==> src/sv/pn3d_pkg.sv <==
// shared types, constants and the gradient function for the 3d gradient noise core
// no dependencies
`default_nettype none

package pn3d_pkg;

	localparam int FRAC_BITS = 16;
	localparam int OUT_BITS  = 16;
	// signed datapath width: holds offsets, gradients, fade terms and lerp differences
	localparam int DW        = 26;
	localparam logic signed [DW-1:0] ONE_FX = DW'(1) <<< FRAC_BITS;

	localparam logic OP_EVAL  = 1'b0;
	localparam logic OP_WRITE = 1'b1;

	typedef logic signed [DW-1:0] fx_t;

	typedef enum logic [2:0] {
		ST_CLEAR,
		ST_IDLE,
		ST_RED,
		ST_RD,
		ST_LOOK,
		ST_MUL,
		ST_MWB,
		ST_OUT
	} state_t;

	typedef enum logic [1:0] {
		MD_FADE,
		MD_LX,
		MD_LY,
		MD_LZ
	} mode_t;

	function automatic fx_t grad(input logic [3:0] h, input fx_t x, input fx_t y,
			input fx_t z);
		fx_t u;
		fx_t v;
		u = (h < 4'd8) ? x : y;
		if (h < 4'd4)
			v = y;
		else if (h == 4'd12 || h == 4'd14)
			v = x;
		else
			v = z;
		return (h[0] ? -u : u) + (h[1] ? -v : v);
	endfunction

endpackage

`default_nettype wire

==> src/sv/pn3d_mul.sv <==
// shared fixed-point multiplier: registered product, rounded by half up on the way out
// depends on pn3d_pkg
`default_nettype none

module pn3d_mul (
	input  wire logic          clk,
	input  wire logic          en,
	input  wire pn3d_pkg::fx_t a,
	input  wire pn3d_pkg::fx_t b,
	output pn3d_pkg::fx_t      r
);

	localparam int PW = 2 * pn3d_pkg::DW;

	logic signed [PW-1:0] prod_s1;
	logic signed [PW-1:0] sum;
	logic signed [PW-1:0] shf;

	always_ff @(posedge clk) begin
		if (en)
			prod_s1 <= PW'(a) * PW'(b);
	end

	always_comb begin
		sum = prod_s1 + (PW'(1) <<< (pn3d_pkg::FRAC_BITS - 1));
		shf = sum >>> pn3d_pkg::FRAC_BITS;
		r   = shf[pn3d_pkg::DW-1:0];
	end

endmodule

`default_nettype wire

==> src/sv/perlin_noise_3d_core.sv <==
// 3d improved gradient noise core: sequencer, permutation memory and datapath
// depends on pn3d_pkg and pn3d_mul
`default_nettype none

// Each request either writes one permutation entry (operation 1, no result) or
// evaluates noise at an unsigned Q8.16 point (operation 0, one Q0.16 result).
// After reset the table is filled with its identity contents, one entry per cycle,
// so the block takes no request until it is filled. A request is held off while
// one is in work. A write first reduces its index modulo TABLE_SIZE, then writes.
// An evaluate runs everything through one multiplier and one table read port: it
// takes the request, runs the fades of the three axes, 8 corners of 3 chained lookups
// (each index first reduced modulo TABLE_SIZE) and 7 lerps, then loads the output
// register. A new request is taken only after the output register has been loaded.
// A finished result waits in the output register while the next request is taken.
module perlin_noise_3d_core #(
	parameter int TABLE_SIZE = 256
) (
	input  wire logic        clk,
	input  wire logic        arst_n,
	input  wire logic        in_valid,
	output logic             in_stall,
	input  wire logic        operation,
	input  wire logic [23:0] x_coord,
	input  wire logic [23:0] y_coord,
	input  wire logic [23:0] z_coord,
	input  wire logic [7:0]  table_index,
	input  wire logic [7:0]  table_value,
	output logic             out_valid,
	input  wire logic        out_stall,
	output logic [15:0]      noise_value
);

	localparam int IW = $clog2(TABLE_SIZE);
	localparam int AW = (IW > 9) ? IW : 9;
	localparam int FB = pn3d_pkg::FRAC_BITS;
	localparam int DW = pn3d_pkg::DW;

	pn3d_pkg::state_t state_q, state_d;
	pn3d_pkg::mode_t  mode_q;

	logic [7:0]    mem [TABLE_SIZE];
	logic [7:0]    rdata_q;
	logic          mem_we;
	logic [IW-1:0] mem_wa;
	logic [7:0]    mem_wd;

	logic [IW-1:0] clr_q;
	logic [AW-1:0] addr_q;
	logic          addr_big;
	logic          wr_q;
	logic [7:0]    wval_q;
	logic [23:0]   x_q, y_q, z_q;
	logic [1:0]    dim_q;
	logic [1:0]    fk_q;
	logic [2:0]    corner_q;
	logic [1:0]    lv_q;

	pn3d_pkg::fx_t op_a_q, op_b_q, mul_r;
	pn3d_pkg::fx_t t3_q, s0_q, s1_q, s2_q;
	pn3d_pkg::fx_t ga_q, xa_q, ya_q, la_q;
	pn3d_pkg::fx_t res, tcur, tnext, qv, fv, gv, acc;
	pn3d_pkg::fx_t ox, oy, oz;
	logic [16:0]   half;
	logic [15:0]   out_q;
	logic          out_valid_q;
	logic          out_load;

	pn3d_mul u_mul (
		.clk (clk),
		.en  (state_q == pn3d_pkg::ST_MUL),
		.a   (op_a_q),
		.b   (op_b_q),
		.r   (mul_r)
	);

	assign addr_big = {1'b0, addr_q} >= (AW+1)'(TABLE_SIZE);

	function automatic pn3d_pkg::fx_t frac_of(input logic [23:0] c);
		return DW'(c[FB-1:0]);
	endfunction

	function automatic logic [AW-1:0] corner_addr(input logic [7:0] xi, input logic bit0);
		return AW'(xi) + AW'(bit0);
	endfunction

	// datapath combinational terms
	always_comb begin
		unique case (dim_q)
			2'd0:    tcur = frac_of(x_q);
			2'd1:    tcur = frac_of(y_q);
			default: tcur = frac_of(z_q);
		endcase
		tnext = (dim_q == 2'd0) ? frac_of(y_q) : frac_of(z_q);
		res = la_q + mul_r;
		qv  = DW'(10) * pn3d_pkg::ONE_FX - DW'(15) * tcur + mul_r;
		if (qv < 0)
			qv = '0;
		fv = mul_r;
		if (fv < 0)
			fv = '0;
		if (fv > pn3d_pkg::ONE_FX)
			fv = pn3d_pkg::ONE_FX;
		ox = frac_of(x_q) - (corner_q[0] ? pn3d_pkg::ONE_FX : '0);
		oy = frac_of(y_q) - (corner_q[1] ? pn3d_pkg::ONE_FX : '0);
		oz = frac_of(z_q) - (corner_q[2] ? pn3d_pkg::ONE_FX : '0);
		gv = pn3d_pkg::grad(rdata_q[3:0], ox, oy, oz);
		acc = res + pn3d_pkg::ONE_FX;
		if (acc < 0)
			acc = '0;
		if (acc > (pn3d_pkg::ONE_FX <<< 1))
			acc = pn3d_pkg::ONE_FX <<< 1;
		half = 17'((acc + DW'(1)) >>> 1);
	end

	// next state
	always_comb begin
		state_d = state_q;
		unique case (state_q)
			pn3d_pkg::ST_CLEAR: begin
				if (clr_q == IW'(TABLE_SIZE - 1))
					state_d = pn3d_pkg::ST_IDLE;
			end
			pn3d_pkg::ST_IDLE: begin
				if (in_valid)
					state_d = (operation == pn3d_pkg::OP_WRITE) ? pn3d_pkg::ST_RED
						: pn3d_pkg::ST_MUL;
			end
			pn3d_pkg::ST_RED: begin
				if (!addr_big)
					state_d = wr_q ? pn3d_pkg::ST_IDLE : pn3d_pkg::ST_RD;
			end
			pn3d_pkg::ST_RD: state_d = pn3d_pkg::ST_LOOK;
			pn3d_pkg::ST_LOOK: begin
				if (lv_q != 2'd2 || !corner_q[0])
					state_d = pn3d_pkg::ST_RED;
				else
					state_d = pn3d_pkg::ST_MUL;
			end
			pn3d_pkg::ST_MUL: state_d = pn3d_pkg::ST_MWB;
			pn3d_pkg::ST_MWB: begin
				unique case (mode_q)
					pn3d_pkg::MD_FADE:
						state_d = (fk_q == 2'd3 && dim_q == 2'd2) ? pn3d_pkg::ST_RED
							: pn3d_pkg::ST_MUL;
					pn3d_pkg::MD_LX:
						state_d = corner_q[1] ? pn3d_pkg::ST_MUL : pn3d_pkg::ST_RED;
					pn3d_pkg::MD_LY:
						state_d = corner_q[2] ? pn3d_pkg::ST_MUL : pn3d_pkg::ST_RED;
					default: state_d = pn3d_pkg::ST_OUT;
				endcase
			end
			pn3d_pkg::ST_OUT: begin
				if (!out_valid_q || !out_stall)
					state_d = pn3d_pkg::ST_IDLE;
			end
			default: state_d = pn3d_pkg::ST_IDLE;
		endcase
	end

	// control outputs
	always_comb begin
		in_stall = (state_q != pn3d_pkg::ST_IDLE);
		out_load = (state_q == pn3d_pkg::ST_OUT) && (!out_valid_q || !out_stall);
		mem_we   = (state_q == pn3d_pkg::ST_CLEAR)
			|| (state_q == pn3d_pkg::ST_RED && wr_q && !addr_big);
		mem_wa   = (state_q == pn3d_pkg::ST_CLEAR) ? clr_q : addr_q[IW-1:0];
		mem_wd   = (state_q == pn3d_pkg::ST_CLEAR) ? 8'(clr_q) : wval_q;
	end

	always_ff @(posedge clk) begin
		if (mem_we)
			mem[mem_wa] <= mem_wd;
		if (state_q == pn3d_pkg::ST_RD)
			rdata_q <= mem[addr_q[IW-1:0]];
	end

	always_ff @(posedge clk or negedge arst_n) begin
		if (!arst_n) begin
			state_q     <= pn3d_pkg::ST_CLEAR;
			clr_q       <= '0;
			out_valid_q <= 1'b0;
		end else begin
			state_q <= state_d;
			if (state_q == pn3d_pkg::ST_CLEAR)
				clr_q <= clr_q + IW'(1);
			if (out_load)
				out_valid_q <= 1'b1;
			else if (!out_stall)
				out_valid_q <= 1'b0;
		end
	end

	// datapath registers
	always_ff @(posedge clk) begin
		if (out_load)
			out_q <= (half > 17'd65535) ? 16'hFFFF : half[15:0];
		unique case (state_q)
			pn3d_pkg::ST_IDLE: begin
				wr_q   <= (operation == pn3d_pkg::OP_WRITE);
				wval_q <= table_value;
				addr_q <= AW'(table_index);
				x_q    <= x_coord;
				y_q    <= y_coord;
				z_q    <= z_coord;
				dim_q  <= 2'd0;
				fk_q   <= 2'd0;
				mode_q <= pn3d_pkg::MD_FADE;
				op_a_q <= DW'(x_coord[FB-1:0]);
				op_b_q <= DW'(x_coord[FB-1:0]);
			end
			pn3d_pkg::ST_RED: begin
				if (addr_big)
					addr_q <= addr_q - AW'(TABLE_SIZE);
			end
			pn3d_pkg::ST_LOOK: begin
				if (lv_q == 2'd0) begin
					addr_q <= AW'(rdata_q) + AW'(y_q[23:16]) + AW'(corner_q[1]);
					lv_q   <= 2'd1;
				end else if (lv_q == 2'd1) begin
					addr_q <= AW'(rdata_q) + AW'(z_q[23:16]) + AW'(corner_q[2]);
					lv_q   <= 2'd2;
				end else if (!corner_q[0]) begin
					ga_q     <= gv;
					corner_q <= corner_q + 3'd1;
					lv_q     <= 2'd0;
					addr_q   <= corner_addr(x_q[23:16], 1'b1);
				end else begin
					op_a_q <= s0_q;
					op_b_q <= gv - ga_q;
					la_q   <= ga_q;
					mode_q <= pn3d_pkg::MD_LX;
				end
			end
			pn3d_pkg::ST_MWB: begin
				unique case (mode_q)
					pn3d_pkg::MD_FADE: begin
						fk_q <= fk_q + 2'd1;
						unique case (fk_q)
							2'd0: begin
								op_a_q <= mul_r;
								op_b_q <= tcur;
							end
							2'd1: begin
								t3_q   <= mul_r;
								op_a_q <= DW'(6) * tcur;
								op_b_q <= tcur;
							end
							2'd2: begin
								op_a_q <= t3_q;
								op_b_q <= qv;
							end
							default: begin
								unique case (dim_q)
									2'd0:    s0_q <= fv;
									2'd1:    s1_q <= fv;
									default: s2_q <= fv;
								endcase
								dim_q  <= dim_q + 2'd1;
								op_a_q <= tnext;
								op_b_q <= tnext;
								// end of each axis's fade: set up corner zero, used once the last fade is done
								corner_q <= 3'd0;
								lv_q     <= 2'd0;
								addr_q   <= corner_addr(x_q[23:16], 1'b0);
							end
						endcase
					end
					pn3d_pkg::MD_LX: begin
						if (!corner_q[1]) begin
							xa_q     <= res;
							corner_q <= corner_q + 3'd1;
							lv_q     <= 2'd0;
							addr_q   <= corner_addr(x_q[23:16], 1'b0);
						end else begin
							op_a_q <= s1_q;
							op_b_q <= res - xa_q;
							la_q   <= xa_q;
							mode_q <= pn3d_pkg::MD_LY;
						end
					end
					pn3d_pkg::MD_LY: begin
						if (!corner_q[2]) begin
							ya_q     <= res;
							corner_q <= corner_q + 3'd1;
							lv_q     <= 2'd0;
							addr_q   <= corner_addr(x_q[23:16], 1'b0);
						end else begin
							op_a_q <= s2_q;
							op_b_q <= res - ya_q;
							la_q   <= ya_q;
							mode_q <= pn3d_pkg::MD_LZ;
						end
					end
					// la_q and the product stay put so res holds the noise in ST_OUT
					default: ;
				endcase
			end
			default: ;
		endcase
	end

	assign out_valid   = out_valid_q;
	assign noise_value = out_q;

endmodule

`default_nettype wire

==> config.mk <==
export PLATFORM = sky130hd
export DESIGN_NAME = perlin_noise_3d_core
export DESIGN_NICKNAME = d
export VERILOG_FILES = /design/src/sv/pn3d_pkg.sv /design/src/sv/pn3d_mul.sv /design/src/sv/perlin_noise_3d_core.sv
export SDC_FILE = /design/constraint.sdc
export NUM_CORES = 2
export LEC_CHECK = 0
export BUFFER_PORTS_ARGS = -buffer_cell sky130_fd_sc_hd__buf_4
export CAP_MARGIN = 20
export CORE_AREA = 8 8 685 484
export DETAILED_ROUTE_END_ITERATION = 10
export DIE_AREA = 0 0 693 492
export PLACE_DENSITY = 0.53
export SLEW_MARGIN = 20
export SYNTH_ARGS = -nofsm -noshare
export SYNTH_HDL_FRONTEND = slang
export SYNTH_SLANG_ARGS = --single-unit
==> constraint.sdc <==
create_clock -name clk -period 19.15 [get_ports clk]
set_clock_uncertainty 0.1 [all_clocks]
set_input_delay 2.8725 -clock clk [delete_from_list [all_inputs] [get_ports clk]]
set_output_delay 2.8725 -clock clk [all_outputs]
set_load 0.01 [all_outputs]
==> results.yml <==
placement:
  pre_cts_slack_ns: 10.91
  place_congestion: 0.9433
  dp_hpwl_um: 261700
  place_inst: 12432
  port_buffers: 110
floorplanning:
  die_y_um: 492
  io_pins: 111
  fp.dieW_um: 693
  start_util_pct: 39.86
  dieArea_mm2: 0.3410
  core_mm2: 0.3203
  row_count: 174
synth:
  synth_seq_cells: 2469
  synth_top_area_share_pct: 57.80
  avgSynthCellArea_um2: 15.53
  synth_enable_flop_cells: 2457
  synthArstFlopShare_pct: 0.4860
  synth_flop_cell: "edfxtp_1"
  yosysTopAreaCell: "edfxtp_1"
  yosysSeqAreaShare_pct: 58.03
  ys.warnings.count: 0
  synth.area.top_cells: "edfxtp_1 58%, mux4_2 12%, fa_1 10%, ha_1 3.5%, inv_1 2.3%"
  synth_cell_types: 85
  syn_inst: 8220
  syn_area_mm2: 0.1276
global_routing:
  grt_usage_pct: 21.78
  grt_pass1_vias: 73463
  grt_first_pass_wirelength_um: 543000
  gr-total-overflow: 0
  antenna_found_initial: 33
  grt_max_degree: 124
clocking:
  clock_latency_ns: 0.84
  clock_path_buffers: 4
  post_cts_buffers: 0
  clock_sinks: 2469
  cts_resized: 0
  htreeDepth: 5
  cts_tree: "done"
  root_buffer: "clkbuf_16"
  cts_hold_buf: 0
  cts_buffers: 266
  clk_pin_slew_worst_paths_ns: 0.06
outcome:
  outcome: "finished clean"
drt:
  dr.pass1.iters: 7
  drc_errors: 0
  antenna_left: 0
  num_vias: 73088
  wire_per_inst_um: 29.16
  drtIter0Drc: 8217
  via_per_inst: 5.660
  totalWireLength_um: 376600
timing:
  setup_viol: 0
  rsz0062_at_grt: "false"
  finalMaxSlewViolations: 0
  fin_crit_sh_pct: 43.57
  max_freq_mhz: 119.8
  tightest_slew_ns: 1.239
  setup_tns_ns: 0
  slew_headroom_pct: 17.02
  layout_min_cycle_time_ns: 8.344
  worst_slack_ns: 10.81
  hold_violations: 0
job:
  cap_viol_max_count: 0
finish:
  layout_commonest_cell: "edfxtp_1"
  fin_cells: 12912
  layout.nets: 9487
  area_growth_pct: 11.75
  drive_above_1_share_pct: 16.33
  layout_common_cells: "2457 x edfxtp_1, 788 x inv_1, 680 x mux4_2, 677 x nand2_1, 643 x fa_1"
critical_path:
  crit_arrival_ns: 8.90
  setup.worst_path.start_class: "register"
  critPathRequiredTime_ns: 19.70
  path_class: "reg -> reg"
  cpMaxStageDelayCell: "a211oi_1"
  cp_common_cell: "ha_1"
  end_kind: "register"
  cp_max_fo: 14
  worst_path_largest_cell_delay_ns: 0.66
worst_hold_path:
  hold_class: "reg -> reg"
kinds of logic after synthesis:
group,after synthesis,share of synthesized area [%]
flops,2469,58.03
buf+inv,1198,3.566
other cells,1,0.002938
compound gates,842,4.382
fa+ha+maj,995,13.53
mux,767,12.69
simple gates,1689,5.997
xor+xnor,259,1.795
path summary, 6_finish.rpt:
path	cells past startpoint	slack (ns)	endpoint	from
min in group asynchronous	1	1.79	clr_q[7]	arst_n
max reg2reg	25	10.81	noise_value[5]	u_mul.prod_s1[15]
min	2	0.46	la_q[11]	ga_q[11]
min reg2reg	2	0.46	la_q[11]	ga_q[11]
max	25	10.81	noise_value[5]	u_mul.prod_s1[15]
max in group asynchronous	1	16.90	state_q[1]	arst_n
layout make-up:
cell class,instances,area (um^2)
Clock inverter,134,1244
Multi-Input combinational cell,4576,49320
Fill cell,28191,177600
Tap cell,4312,5395
Inverter,789,2964
Sequential cell,2469,74080
Clock buffer,331,7102
Antenna cell,4,10.01
Timing Repair Buffer,297,2522
registers in the layout (all words and copies together) (netlist names), 16 cells and up:
name	flops
noise_value	16
s2_q	25
ya_q	26
la_q	26
s1_q	25
y_q	24
t3_q	26
u_mul.prod_s1	27
op_b_q	26
x_q	24
ga_q	26
mem	2048
op_a_q	26
xa_q	26
z_q	24
s0_q	25
cells in the mapped netlist (all sizes together) (9+ instances only):
cell type	number
a221o	23
or3	27
a22oi	30
fa	643
or2	13
nor2	456
inv	789
o211ai	13
a221oi	21
a22o	27
mux2i	81
and4	10
o22ai	11
a31oi	15
mux4	680
and2	192
nor2b	48
a211o	11
edfxtp	2457
buf	94
o21bai	23
nor3	62
nand3b	18
nand2	686
and3	25
a21oi	213
xnor2	176
o31a	9
o31ai	19
o21ai	185
nand2b	45
nor4	10
xor2	83
ha	352
nand4	23
a211oi	62
dfrtp	12
nand3	57
o21a	20
a21o	82
clkbuf	315
through the flow:
step	hold slack, ns	util (%)	cell area [um^2]
2_1_floorplan	0.3963	-	127700
3_3_place_gp	0.4468	41.79	133800
3_5_place_dp	0.4652	41.85	134000
4_1_cts	0.4719	44.46	142400
5_1_grt	0.5195	44.54	142600
6_report	0.4648	44.54	142600
critical path, delay by kind of cell, from the launching register on:
family / cells / cell delay, ns
simple gates: 11 / 3.33
compound gates: 8 / 2.28
fa+ha+maj: 5 / 1.89
flops: 1 / 0.50
buf+inv: 1 / 0.09
per-layer routing:
layer  track usage, %  up-vias  part of all wire [%]
met1            34.37    38777                    47
met2            30.03     3115                    41
met5                0        -                 0.025
met4            4.959       14                   2.4
li1                 -    30749                     -
met3            5.407      433                   9.6
Power is not shown: default switching activity piles up to over one toggle a cycle in this logic, so the estimate is an artifact.
